**src/sv/scu_pkg.sv**
```systemverilog
// Shared types, constants and helpers for the spectrum code unpacker.
// No dependencies.
`timescale 1ns / 1ps

package scu_pkg;

	localparam int NUM_UNIT_SLOTS = 34;
	localparam int MAX_RESULTS    = 8;

	localparam logic [1:0] REQ_WRITE = 2'd0;
	localparam logic [1:0] REQ_BYTE  = 2'd1;
	localparam logic [1:0] REQ_START = 2'd2;

	localparam logic CFG_UNIT_COUNT = 1'b0;
	localparam logic CFG_PASS_MODE  = 1'b1;

	// lines per unit
	localparam logic [4:0] UNIT_WIDTH [NUM_UNIT_SLOTS] = '{
		5'd2, 5'd2, 5'd2, 5'd2, 5'd2, 5'd2, 5'd2, 5'd2,
		5'd4, 5'd4, 5'd4, 5'd4, 5'd4, 5'd4, 5'd4, 5'd4, 5'd4, 5'd4, 5'd4, 5'd4,
		5'd8, 5'd8, 5'd8, 5'd8,
		5'd16, 5'd16, 5'd16, 5'd16, 5'd16, 5'd16, 5'd16, 5'd16, 5'd16, 5'd16};

	// first line of each unit
	localparam logic [7:0] UNIT_START [NUM_UNIT_SLOTS] = '{
		8'd0, 8'd2, 8'd4, 8'd6, 8'd8, 8'd10, 8'd12, 8'd14,
		8'd16, 8'd20, 8'd24, 8'd28, 8'd32, 8'd36, 8'd40, 8'd44, 8'd48, 8'd52,
		8'd56, 8'd60, 8'd64, 8'd72, 8'd80, 8'd88,
		8'd96, 8'd112, 8'd128, 8'd144, 8'd160, 8'd176, 8'd192, 8'd208, 8'd224, 8'd240};

	// ternary pair table, {a[1:0], b[1:0]}
	localparam logic [3:0] PAIR_TAB [8] = '{
		4'd0, 4'd1, 4'd2, 4'd4, 4'd6, 4'd8, 4'd9, 4'd10};

	typedef enum logic [2:0] {
		ST_IDLE,
		ST_FETCH,
		ST_CHECK,
		ST_EXTRACT,
		ST_EMIT
	} state_t;

	typedef struct packed {
		logic [4:0]       need;
		logic [2:0]       per;
		logic [3:0][15:0] vals;
	} dec_t;

	function automatic logic [4:0] word_len(input logic [3:0] prec);
		word_len = (prec == 4'd0) ? 5'd0 : 5'({1'b0, prec} + 5'd1);
	endfunction

endpackage

```
**src/sv/scu_prec_mem.sv**
```systemverilog
// Precision table memory: one write port, one registered read port.
// Uses no package items.
`timescale 1ns / 1ps

module scu_prec_mem #(
	parameter int DEPTH = 34,
	parameter int AW    = 6
) (
	input  logic          clk,
	input  logic          we,
	input  logic [AW-1:0] waddr,
	input  logic [3:0]    wdata,
	input  logic [AW-1:0] raddr,
	output logic [3:0]    rdata
);

	logic [3:0] mem [DEPTH];

	always_ff @(posedge clk) begin
		if (we) begin
			mem[waddr] <= wdata;
		end
	end

	always_ff @(posedge clk) begin
		rdata <= mem[raddr];
	end

endmodule

```
**src/sv/scu_decoder.sv**
```systemverilog
// Shared extraction unit: aligns the next code in the bit buffer and decodes it.
// Depends on scu_pkg.
`timescale 1ns / 1ps

module scu_decoder (
	input  logic          pass_mode,
	input  logic [3:0]    prec,
	input  logic          narrow,
	input  logic [23:0]   bit_buf,
	input  logic [4:0]    bits_held,
	output scu_pkg::dec_t dec
);

	logic        code_unit;
	logic [23:0] aligned;
	logic [15:0] top16;
	logic [15:0] field;
	logic [3:0]  pv;
	logic [6:0]  q;
	logic [6:0]  r0;
	logic [6:0]  r1;
	logic [6:0]  r2;
	logic [1:0]  d0;
	logic [1:0]  d1;
	logic [1:0]  d2;
	logic [1:0]  d3;

	always_comb begin
		code_unit = !pass_mode && (prec == 4'd1);
		dec.need  = code_unit ? (narrow ? 5'd3 : 5'd7) : scu_pkg::word_len(prec);
		dec.per   = code_unit ? (narrow ? 3'd2 : 3'd4) : 3'd1;

		// left-align unread bits, code sits at the top
		aligned = bit_buf << (5'd24 - bits_held);
		top16   = aligned[23:8];
		field   = 16'($signed(top16) >>> (5'd16 - dec.need));

		pv = scu_pkg::PAIR_TAB[top16[15:13]];

		// base-3 digits by compare and subtract
		q  = top16[15:9];
		d0 = (q >= 7'd54) ? 2'd2 : ((q >= 7'd27) ? 2'd1 : 2'd0);
		r0 = q - ((d0 == 2'd2) ? 7'd54 : ((d0 == 2'd1) ? 7'd27 : 7'd0));
		d1 = (r0 >= 7'd18) ? 2'd2 : ((r0 >= 7'd9) ? 2'd1 : 2'd0);
		r1 = r0 - ((d1 == 2'd2) ? 7'd18 : ((d1 == 2'd1) ? 7'd9 : 7'd0));
		d2 = (r1 >= 7'd6) ? 2'd2 : ((r1 >= 7'd3) ? 2'd1 : 2'd0);
		r2 = r1 - ((d2 == 2'd2) ? 7'd6 : ((d2 == 2'd1) ? 7'd3 : 7'd0));
		d3 = r2[1:0];
		if (q >= 7'd81) begin
			// escape codes: every value +2
			d0 = 2'd3;
			d1 = 2'd3;
			d2 = 2'd3;
			d3 = 2'd3;
		end

		dec.vals = '0;
		if (code_unit && narrow) begin
			dec.vals[0] = {14'd0, pv[3:2]} - 16'd1;
			dec.vals[1] = {14'd0, pv[1:0]} - 16'd1;
		end else if (code_unit) begin
			dec.vals[0] = {14'd0, d0} - 16'd1;
			dec.vals[1] = {14'd0, d1} - 16'd1;
			dec.vals[2] = {14'd0, d2} - 16'd1;
			dec.vals[3] = {14'd0, d3} - 16'd1;
		end else begin
			dec.vals[0] = field;
		end
	end

endmodule

```
**src/sv/spectrum_code_unpacker.sv**
```systemverilog
// Spectrum code unpacker: one byte request a time, one decode unit under a sequencer.
// Byte: EXTRACT per code, EMIT per result, a last EXTRACT when no code fits;
// a unit entered adds FETCH, CHECK. Start: FETCH, CHECK per unit, EMIT if empty.
// Input is blocked while a request is being worked; the output register may still hold.
// Async reset clears control and config; the precision table is not cleared.
`timescale 1ns / 1ps

module spectrum_code_unpacker #(
	parameter int MAX_UNITS = 34
) (
	input  logic               clk,
	input  logic               arst_n,
	// request channel
	input  logic               in_valid,
	output logic               in_ready,
	input  logic [1:0]         req_type,
	input  logic [5:0]         unit_index,
	input  logic [3:0]         precision_code,
	input  logic [7:0]         stream_byte,
	// result channel
	output logic               out_valid,
	input  logic               out_ready,
	output logic [7:0]         coef_index,
	output logic signed [15:0] coef_value,
	output logic               coef_valid,
	output logic               pass_last,
	// config write port
	input  logic               cfg_we,
	input  logic               cfg_index,
	input  logic [5:0]         cfg_data
);

	localparam int AW = (MAX_UNITS > 1) ? $clog2(MAX_UNITS) : 1;

	scu_pkg::state_t state_q, state_d;

	// config
	logic [5:0]       unit_count_q;
	logic             pass_mode_q;

	// stream and position state
	logic [23:0]      buf_q;
	logic [4:0]       bits_q;
	logic [5:0]       cu_q;
	logic [4:0]       pos_q;
	logic             active_q;
	logic             start_q;    // scanning after a start request
	logic [3:0]       n_q;        // results from the current byte

	// decoded code waiting to go out
	logic [3:0][15:0] vals_q;
	logic [7:0]       base_q;
	logic [2:0]       cnt_q;
	logic [1:0]       k_q;
	logic             cvalid_q;
	logic             last_q;

	// output register
	logic             out_valid_q;
	logic [7:0]       coef_index_q;
	logic [15:0]      coef_value_q;
	logic             coef_valid_q;
	logic             pass_last_q;

	logic [3:0]       prec;
	scu_pkg::dec_t    dec;

	logic [5:0]       uc;
	logic [5:0]       ux;
	logic [4:0]       width;
	logic [7:0]       ustart;
	logic             narrow;
	logic             acc;
	logic             byte_ok;
	logic             ext_go;
	logic             unit_done;
	logic             cu_end;
	logic             emit_load;
	logic             emit_final;
	logic             mem_we;

	// unit count saturates at the table depth
	assign uc     = (unit_count_q > 6'(MAX_UNITS)) ? 6'(MAX_UNITS) : unit_count_q;
	assign ux     = (cu_q < 6'(scu_pkg::NUM_UNIT_SLOTS)) ? cu_q : 6'd0;
	assign width  = scu_pkg::UNIT_WIDTH[ux];
	assign ustart = scu_pkg::UNIT_START[ux];
	assign narrow = (width == 5'd2);

	assign in_ready = (state_q == scu_pkg::ST_IDLE);
	assign acc      = in_valid && in_ready;
	// a byte that would overflow the buffer is dropped
	assign byte_ok  = acc && (req_type == scu_pkg::REQ_BYTE) && active_q && (bits_q <= 5'd16);
	assign mem_we   = acc && (req_type == scu_pkg::REQ_WRITE) && (unit_index < 6'(MAX_UNITS));

	// next code fits in the buffer and in this byte's result budget
	assign ext_go = (dec.need != 5'd0) && (bits_q >= dec.need)
		&& (({1'b0, n_q} + {2'b0, dec.per}) <= 5'(scu_pkg::MAX_RESULTS));
	assign unit_done  = ({1'b0, pos_q} + {3'b0, dec.per}) >= {1'b0, width};
	assign cu_end     = (cu_q >= uc);
	assign emit_load  = !out_valid_q || out_ready;
	assign emit_final = (k_q == 2'(cnt_q - 3'd1));

	scu_prec_mem #(
		.DEPTH (MAX_UNITS),
		.AW    (AW)
	) u_mem (
		.clk   (clk),
		.we    (mem_we),
		.waddr (unit_index[AW-1:0]),
		.wdata (precision_code),
		.raddr (cu_q[AW-1:0]),
		.rdata (prec)
	);

	scu_decoder u_dec (
		.pass_mode (pass_mode_q),
		.prec      (prec),
		.narrow    (narrow),
		.bit_buf   (buf_q),
		.bits_held (bits_q),
		.dec       (dec)
	);

	// sequencer
	always_ff @(posedge clk or negedge arst_n) begin
		if (!arst_n) begin
			state_q <= scu_pkg::ST_IDLE;
		end else begin
			state_q <= state_d;
		end
	end

	always_comb begin
		state_d = state_q;
		case (state_q)
			scu_pkg::ST_IDLE: begin
				if (acc && (req_type == scu_pkg::REQ_START)) begin
					state_d = scu_pkg::ST_FETCH;
				end else if (byte_ok) begin
					state_d = scu_pkg::ST_EXTRACT;
				end
			end
			scu_pkg::ST_FETCH: begin
				state_d = scu_pkg::ST_CHECK;
			end
			scu_pkg::ST_CHECK: begin
				if (cu_end) begin
					state_d = scu_pkg::ST_EMIT;
				end else if (dec.need == 5'd0) begin
					state_d = scu_pkg::ST_FETCH;    // skip empty unit
				end else if (start_q) begin
					state_d = scu_pkg::ST_IDLE;
				end else begin
					state_d = scu_pkg::ST_EMIT;
				end
			end
			scu_pkg::ST_EXTRACT: begin
				if (!ext_go) begin
					state_d = scu_pkg::ST_IDLE;
				end else if (unit_done) begin
					state_d = scu_pkg::ST_FETCH;    // find next unit before flagging last
				end else begin
					state_d = scu_pkg::ST_EMIT;
				end
			end
			scu_pkg::ST_EMIT: begin
				if (emit_load && emit_final) begin
					state_d = active_q ? scu_pkg::ST_EXTRACT : scu_pkg::ST_IDLE;
				end
			end
			default: begin
				state_d = scu_pkg::ST_IDLE;
			end
		endcase
	end

	// config registers
	always_ff @(posedge clk or negedge arst_n) begin
		if (!arst_n) begin
			unit_count_q <= 6'd34;
			pass_mode_q  <= 1'b0;
		end else if (cfg_we) begin
			case (cfg_index)
				scu_pkg::CFG_UNIT_COUNT: unit_count_q <= cfg_data;
				scu_pkg::CFG_PASS_MODE:  pass_mode_q  <= cfg_data[0];
				default: ;
			endcase
		end
	end

	// stream and position state
	always_ff @(posedge clk or negedge arst_n) begin
		if (!arst_n) begin
			buf_q    <= '0;
			bits_q   <= '0;
			cu_q     <= '0;
			pos_q    <= '0;
			active_q <= 1'b0;
			start_q  <= 1'b0;
			n_q      <= '0;
			cnt_q    <= 3'd1;
			k_q      <= '0;
			cvalid_q <= 1'b0;
			last_q   <= 1'b0;
		end else begin
			case (state_q)
				scu_pkg::ST_IDLE: begin
					if (acc && (req_type == scu_pkg::REQ_START)) begin
						// start on a byte boundary; abandons any pass in flight
						buf_q    <= '0;
						bits_q   <= '0;
						active_q <= 1'b0;
						cu_q     <= '0;
						pos_q    <= '0;
						start_q  <= 1'b1;
					end else if (byte_ok) begin
						buf_q   <= {buf_q[15:0], stream_byte};
						bits_q  <= bits_q + 5'd8;
						n_q     <= '0;
						start_q <= 1'b0;
					end
				end
				scu_pkg::ST_CHECK: begin
					if (cu_end) begin
						active_q <= 1'b0;
						buf_q    <= '0;
						bits_q   <= '0;
						last_q   <= 1'b1;
						if (start_q) begin
							// empty pass: a single marker result
							cnt_q    <= 3'd1;
							k_q      <= '0;
							cvalid_q <= 1'b0;
						end
					end else if (dec.need == 5'd0) begin
						cu_q <= cu_q + 6'd1;
					end else if (start_q) begin
						active_q <= 1'b1;
					end else begin
						last_q <= 1'b0;
					end
				end
				scu_pkg::ST_EXTRACT: begin
					if (ext_go) begin
						cnt_q    <= dec.per;
						k_q      <= '0;
						cvalid_q <= 1'b1;
						last_q   <= 1'b0;
						bits_q   <= bits_q - dec.need;
						n_q      <= n_q + {1'b0, dec.per};
						if (unit_done) begin
							cu_q  <= cu_q + 6'd1;
							pos_q <= '0;
						end else begin
							pos_q <= pos_q + {2'b0, dec.per};
						end
					end
				end
				scu_pkg::ST_EMIT: begin
					if (emit_load) begin
						k_q <= k_q + 2'd1;
					end
				end
				default: ;
			endcase
		end
	end

	// decoded values and their base line: payload, no reset
	always_ff @(posedge clk) begin
		if (state_q == scu_pkg::ST_EXTRACT && ext_go) begin
			vals_q <= dec.vals;
			base_q <= ustart + {3'b0, pos_q};
		end else if (state_q == scu_pkg::ST_CHECK && cu_end && start_q) begin
			vals_q <= '0;
			base_q <= '0;
		end
	end

	// output register
	always_ff @(posedge clk or negedge arst_n) begin
		if (!arst_n) begin
			out_valid_q <= 1'b0;
		end else if (state_q == scu_pkg::ST_EMIT && emit_load) begin
			out_valid_q <= 1'b1;
		end else if (out_ready) begin
			out_valid_q <= 1'b0;
		end
	end

	always_ff @(posedge clk) begin
		if (state_q == scu_pkg::ST_EMIT && emit_load) begin
			coef_index_q <= base_q + {6'b0, k_q};
			coef_value_q <= vals_q[k_q];
			coef_valid_q <= cvalid_q;
			pass_last_q  <= last_q && emit_final;
		end
	end

	assign out_valid  = out_valid_q;
	assign coef_index = coef_index_q;
	assign coef_value = $signed(coef_value_q);
	assign coef_valid = coef_valid_q;
	assign pass_last  = pass_last_q;

endmodule

```
**config.mk**
```make
export PLATFORM = sky130hd
export DESIGN_NAME = spectrum_code_unpacker
export DESIGN_NICKNAME = d
export VERILOG_FILES = /design/src/sv/scu_pkg.sv /design/src/sv/scu_prec_mem.sv /design/src/sv/scu_decoder.sv /design/src/sv/spectrum_code_unpacker.sv
export SDC_FILE = /design/constraint.sdc
export NUM_CORES = 1
export LEC_CHECK = 0
export BUFFER_PORTS_ARGS = -buffer_cell sky130_fd_sc_hd__buf_2
export CAP_MARGIN = 5
export CORE_MARGIN = 3
export CORE_UTILIZATION = 45
export DETAILED_ROUTE_END_ITERATION = 10
export PLACE_DENSITY_LB_ADDON = 0.08
export SETUP_SLACK_MARGIN = 0.2
export SYNTH_ARGS = -nofsm -noshare
export SYNTH_HDL_FRONTEND = slang
export SYNTH_SLANG_ARGS = --single-unit
```
**constraint.sdc**
```tcl
create_clock -name clk -period 8.4 [get_ports clk]
set_input_delay 0.42 -clock clk [delete_from_list [all_inputs] [get_ports clk]]
set_output_delay 0.42 -clock clk [all_outputs]
set_load 0.02 [all_outputs]
```
Yosys cells after proc, flatten, opt, wreduce, memory -nomap -nowiden:

Memories as Yosys holds them, arrays and structs flattened. A register that Yosys moved wholly into a read port is not among the register bits.
Cells that the tools add are included.

* reductions and logical operators: 46
* muxes and demuxes: 101
* $mul: 0
* order comparisons: 18
* shift-type cells: 2
* bitwise logic cells: 3
* add/sub/neg operators: 23
* div/mod/pow operators: 0
* equal/unequal tests: 30

Operators with widths (number)
* 2-to-1 mux 64 bit: 2
* 2-to-1 mux 24 bit: 3
* 2-to-1 mux 32 bit: 2
* 2-to-1 mux 5 bit: 12
* 2-to-1 mux 48 bit: 1
* case mux 24 bit (2 select lines): 1
* 2-to-1 mux 6 bit: 7
* 2-to-1 mux 2 bit: 17
* 2-to-1 mux 3 bit: 11
* binary-select mux 16 bit (select 2 bit): 1
* 2-to-1 mux 16 bit: 2
* 2-to-1 mux 8 bit: 4
* 2-to-1 mux 4 bit: 6
* left shift 24 x 5 -> 24 bit: 1
* 2-to-1 mux 1 bit: 20
* AND reduction 4 bit: 5
* inequality test 2 bit, second input constant: 9
* case mux 6 bit (3 select lines): 1
* subtractor 2 x 1 -> 3 bit, second input constant: 6
* logical AND 1 bit: 17
* >>> shifter 16 x 5 -> 16 bit: 1
* case mux 3 bit (5 select lines): 1
* case mux 5 bit (3 select lines): 1
* >= comparator 7 x 5 -> 1 bit, second input constant: 2
* 62 further kinds: 90

* bits in writable memories: 136
* word-level logic and storage cells: 251
* latch bits: 0
* input port bits: 32
* bits in read-only memories: 864
* register bits after elaboration: 161
* memories: 4
* output and inout port bits: 28

Memory list
* (no name shown): depth 64, width 8, rd ports 1, clocked after memory_dff 0, write ports 0, line spectrum_code_unpacker.sv:86 `assign ustart = scu_pkg::UNIT_START[ux];`
* (no name shown): depth 64, width 5, rd ports 1, clocked after memory_dff 0, write ports 0, line spectrum_code_unpacker.sv:85 `assign width = scu_pkg::UNIT_WIDTH[ux];`
* u_mem.mem: depth 34, width 4, rd ports 1, clocked after memory_dff 1, write ports 1, line scu_prec_mem.sv:17 `logic [3:0] mem [DEPTH];`
* (no name shown): depth 8, width 4, rd ports 1, clocked after memory_dff 0, write ports 0, line scu_decoder.sv:38 `pv = scu_pkg::PAIR_TAB[top16[15:13]];`

Logic depth before layout (Yosys ltp):

* depth in word-level cells: 28
* depth in mapped cells: 43

Cells and area by module:

From an unflattened synthesis, not the netlist that was laid out.

* cells, all modules: 1529
* area, all modules: 17480.5 µm²

Modules (own cells, without submodules)
* spectrum_code_unpacker: area an instance 8050.2 µm², instances 1, cells an instance 690, seq. area each 4523.1 µm²
* scu_prec_mem: area an instance 5701.7 µm², instances 1, cells an instance 335, seq. area each 4164.0 µm²
* scu_decoder: area an instance 3728.6 µm², instances 1, cells an instance 504, seq. area each 0.0 µm²

Worst setup path after synthesis:

No wires, ideal clock.

* path type: flip-flop to flip-flop
* start point: reg bits_q[0]
* end point: reg vals_q[49] in the netlist's numbering (data pin)
* buffers on the path: 3
* setup time: 260 ps
* cell stages (with the launch flop): 40
* required time: 8140 ps
* arrival time: 7840 ps
* slack: 300 ps
* cell sequence: dfrtp_1 -> buf_2 -> inv_1 -> buf_1 -> ha_1 -> xor2_1 -> buf_6 -> mux4_2 -> a211o_1 -> o311ai_2 -> ha_1 -> inv_1 -> or3b_1 -> o2bb2ai_1 -> nand2_1 -> inv_2 -> and2_2 -> ha_1 -> [... 4 more ...] -> o21ai_0 -> and3_1 -> nor2_1 -> a211oi_2 -> o21a_1 -> ha_1 -> fa_1 -> nand2_1 -> a31o_2 -> nor2b_1 -> o22ai_1 -> o211ai_1 -> or2_2 -> nor2_1 -> ha_1 -> and2_1 -> ha_1 -> nor2_1

* longest elaborated chain between the ends: 28

RTL lines
* start: declaration: line spectrum_code_unpacker.sv:43 `logic [4:0] bits_q;`
* start signal: assignment: line spectrum_code_unpacker.sv:218 `bits_q <= bits_q + 5'd8;`
* start signal: assignment: line spectrum_code_unpacker.sv:249 `bits_q <= bits_q - dec.need;`
* subtractor 5 bit: line scu_decoder.sv:34 `aligned = bit_buf << (5'd24 - bits_held);`
* left shift 24 x 5 -> 24 bit: line scu_decoder.sv:34
* >= comparator 7 x 5 -> 1 bit: line scu_decoder.sv:42 `d0 = (q >= 7'd54) ? 2'd2 : ((q >= 7'd27) ? 2'd1 : 2'd0);`
* 2-to-1 mux 1 bit: line scu_decoder.sv:42
* 2-to-1 mux 2 bit: line scu_decoder.sv:42
* == test 2 x 1 -> 1 bit: line scu_decoder.sv:43 `r0 = q - ((d0 == 2'd2) ? 7'd54 : ((d0 == 2'd1) ? 7'd27 : 7'd0));`
* 2-to-1 mux 5 bit: line scu_decoder.sv:43
* 2-to-1 mux 7 bit: line scu_decoder.sv:43
* [... 11 more ...]
* == test 2 x 1 -> 1 bit: line scu_decoder.sv:47 `r2 = r1 - ((d2 == 2'd2) ? 7'd6 : ((d2 == 2'd1) ? 7'd3 : 7'd0));`
* 2-to-1 mux 2 bit (2 in series): line scu_decoder.sv:47
* subtractor 2 bit: line scu_decoder.sv:47
* 2-to-1 mux 2 bit: line scu_decoder.sv:49 `if (q >= 7'd81) begin`
* subtractor 2 x 1 -> 3 bit: line scu_decoder.sv:65 `dec.vals[3] = {14'd0, d3} - 16'd1;`
* 2-to-1 mux 48 bit: line scu_decoder.sv:61 `end else if (code_unit) begin`
* 2-to-1 mux 32 bit: line scu_decoder.sv:58 `if (code_unit && narrow) begin`
* 2-to-1 mux 64 bit *: line spectrum_code_unpacker.sv:271 `if (state_q == scu_pkg::ST_EXTRACT && ext_go) begin`
* end signal: assignment: line spectrum_code_unpacker.sv:272 `vals_q <= dec.vals;`
* end: declaration: line spectrum_code_unpacker.sv:51 `logic [3:0][15:0] vals_q;`

Mark *: on every way between the ends. The rest lies on a longest branch, timed or not.
A chain may end at the register's enable or synchronous reset.

Worst setup path in the final report:

* start point: reg bits_q[1]
* end point: reg vals_q[49] in the netlist's numbering (data pin)

Same word-level chain as after synthesis.

==> flow_summary.toml <==
[status]
status = "finished, final reports clean"

[detailed_routing]
ant_nets = 0
first_pass_iters = 5
via_count = 10300
viasPerCell = 5.65
routedWlPerCell_um = 18.7
drc_errors = 0
drt_iter0_markers = 607
finalWirelength_mm = 34.2

[timing]
worst_slew_pin_slew_ns = 1.06
rsz0062_at_grt = "no"
period_share = 0.918
finalHoldViolCount = 0
drv_slew = 0
tns_ns = 0
fmax_mhz = 130
relSlewSlack = 0.291
setup_viol = 0
fin_crit_ns = 7.71
skew_ns = 0.0113

[global_routing]
antenna_found_initial = 0
grt_max_degree = 64
grt_pass1_wl_mm = 55.4
track_usage = 0.189
grt_remaining_overflow = 0
grt_pass1_vias = 10000

[critical_path]
reg2reg_to = "vals_q[49]"
worstPathRequired_ns = 8.69
r2r_slack_ns = 0.69
worstPathArrival_ns = 8.00
cp-endpoint = "vals_q[49]"
end_kind = "flip-flop"
path_max_fanout = 18
critPathLaunchType = "flip-flop"
crit_cells = 37
criticalPathCategory = "flip-flop to flip-flop"
crit_start = "bits_q[1]"
max_stage_delay_ns = 0.53
cp_num_buf_inv = 4
cp_top_family = "adder cells"
reg2reg_depth = 37
worst_path_most_repeated_cell = "ha_1"
cp_slowest_cell = "mux4_2"
r2r-start = "bits_q[1]"

[floorplan]
die_area_um2 = 36000
die_h_um = 190
rows = 66
die-width_um = 190
pin_count = 60
start_util = 0.462
placeableCoreArea_um2 = 32900

[synthesis]
synthTopCellsByCount = "195 x edfxtp_1, 141 x nand2_1, 114 x nor2_1"
synth.most_common_cell = "edfxtp_1"
ys_warn_count = 0
synth_ff_type = "edfxtp_1"
synth-edff-count = 195
netlist_instances = 1315
synth_cell_type_count = 91
synthTopCellsByArea = "edfxtp_1 38%, dfrtp_1 9.9%, mux4_2 8.7%, ha_1 4.6%, nand2_1 3.5%"
synth_area_per_cell_um2 = 11.6
syn_nets = 1410
async_reset_ff_frac = 0.240
yosysSeqAreaShare = 0.494
syn_area_um2 = 15200
synth_top_area_share = 0.385
synth.largest_area_cell = "edfxtp_1"
ys_ff_latch = 262

[clock_network]
cts-root-buf = "clkbuf_16"
htreeDepth = 1
cts_buffers = 29
insertion_delay_ns = 0.55
cts.clk_slew.worst_paths_ns = 0.06
cts_tree = "built"
clk_path_buf_depth = 3
cts_num_sinks = 262
cts_hold_repair.buffers = 0

[final_layout]
seq_area_um2 = 7520
diodes = 0
nFillCells = 2923
area_growth_pct = 12.1
stdcell_count = 1831
drive_above_1_share = 0.192
nets = 1461
multiInputGateArea_um2 = 7260

[worst_hold_path]
hold_path_class = "input pin to asynchronous set/reset pin"

[placement]
hpwl_mm = 24.5
port_buffers = 59
routabilityCongestion = 0.844
dp.cells = 1773

[run]
maxCapViolCount = 0
worst reg2reg max path, delay by kind of cell (launching register included):
kind / cells / cell delay [ns]
flip-flops: 1 / 0.44
multiplexers: 2 / 0.71
AND/OR/NAND/NOR: 12 / 1.98
AO/OA/AOI/OAI: 11 / 1.63
buffers and inverters: 4 / 0.39
adder cells (fa/ha/maj): 8 / 2.32
how the worst min path moves through the flow:
stage / startpoint / endpoint / slack [ns] / cells past startpoint
final: arst_n / buf_q[12] / 0.04 / 2
after global placement: cvalid_q / coef_valid / 0.44 / 0
after global routing: stream_byte[2] / buf_q[2] / 0.09 / 3
after floorplan: arst_n / active_q / 0.12 / 0
after detailed placement: cvalid_q / coef_valid / 0.45 / 0
after CTS: stream_byte[0] / buf_q[0] / 0.07 / 3
cells in the final DEF (no fill, tap or decap), drive strengths merged, types with 5 or more instances in the layout:
master / synthesis / final
nor4: 8 / 8
xor2: 18 / 18
nand3: 38 / 38
nand2: 141 / 141
clkbuf: 41 / 44
nor2: 116 / 116
or3: 11 / 11
or3b: 5 / 5
nor3b: 7 / 7
o31ai: 8 / 8
a21oi: 76 / 76
mux4: 63 / 63
buf: 25 / 85
edfxtp: 195 / 195
ha: 56 / 56
o21ai: 66 / 66
clkinv: 0 / 5
a21o: 24 / 24
mux2: 27 / 27
nor3: 24 / 24
o211ai: 11 / 11
nand3b: 7 / 7
nand2b: 22 / 22
xnor2: 11 / 11
fa: 7 / 7
nor2b: 18 / 18
o21a: 9 / 9
dfrtp: 60 / 60
mux2i: 48 / 48
and2: 15 / 15
a31oi: 9 / 9
inv: 51 / 54
a211oi: 22 / 22
o22ai: 7 / 7
routing by layer:
layer	routed length [µm]	vias up	GRT usage
met2	15800	256	0.297
li1	-	5038	-
met4	717	0	0.0424
met5	0	-	0
met1	16300	5001	0.282
met3	1430	48	0.0241
cell type report:
| class | instances | share of cell area |
|---|---|---|
| sequential | 262 | 0.441 |
| multi-input combinational | 936 | 0.426 |
| clock buffer | 43 | 0.0505 |
| tap | 442 | 0.0324 |
| timing repair buffer | 86 | 0.0312 |
| inverter | 51 | 0.0112 |
| clock inverter | 11 | 0.00756 |
kinds of logic (layout without fill, tap and decap cells):
family / after synthesis / after routing / share of synthesized area
xor+xnor: 29 / 29 / 0.0172
compound gates: 274 / 274 / 0.118
mux: 138 / 138 / 0.147
flops: 262 / 262 / 0.494
fa+ha+maj: 63 / 63 / 0.0553
buf+inv: 117 / 191 / 0.0336
simple gates: 432 / 432 / 0.135
repair_timing:
| action | CTS | global route |
|---|---|---|
| endpoints found under the setup margin | 2 | 5 |
| resized for setup | 1 | 12 |
| pin swaps | 0 | 3 |
| cloned | 0 | 1 |
| buffers inserted | 1 | 2 |
through the flow:
stage,util,instance area [µm²],hold WS [ns],worst slack (ns)
6_report,0.517,17000,0.0355,0.691
5_1_grt,0.517,17000,0.0934,0.206
4_1_cts,0.515,17000,0.0653,0.274
3_5_place_dp,0.484,15900,0.448,0.171
3_3_place_gp,0.484,15900,0.439,0.425
2_1_floorplan,-,15200,0.124,0.300
flip-flops by register name, summed over array words and instances (netlist names), 2 cells and up:
name,count
unit_count_q,6
state_q,3
n_q,4
coef_value,16
bits_q,5
u_mem.rdata,4
pos_q,5
base_q,8
vals_q,25
k_q,2
u_mem.mem,136
cu_q,6
buf_q,24
coef_index,8
cnt_q,2
Power is left out: the tool's default activity adds up to more than one toggle a clock period on the data nets, which glitch-free logic cannot reach.
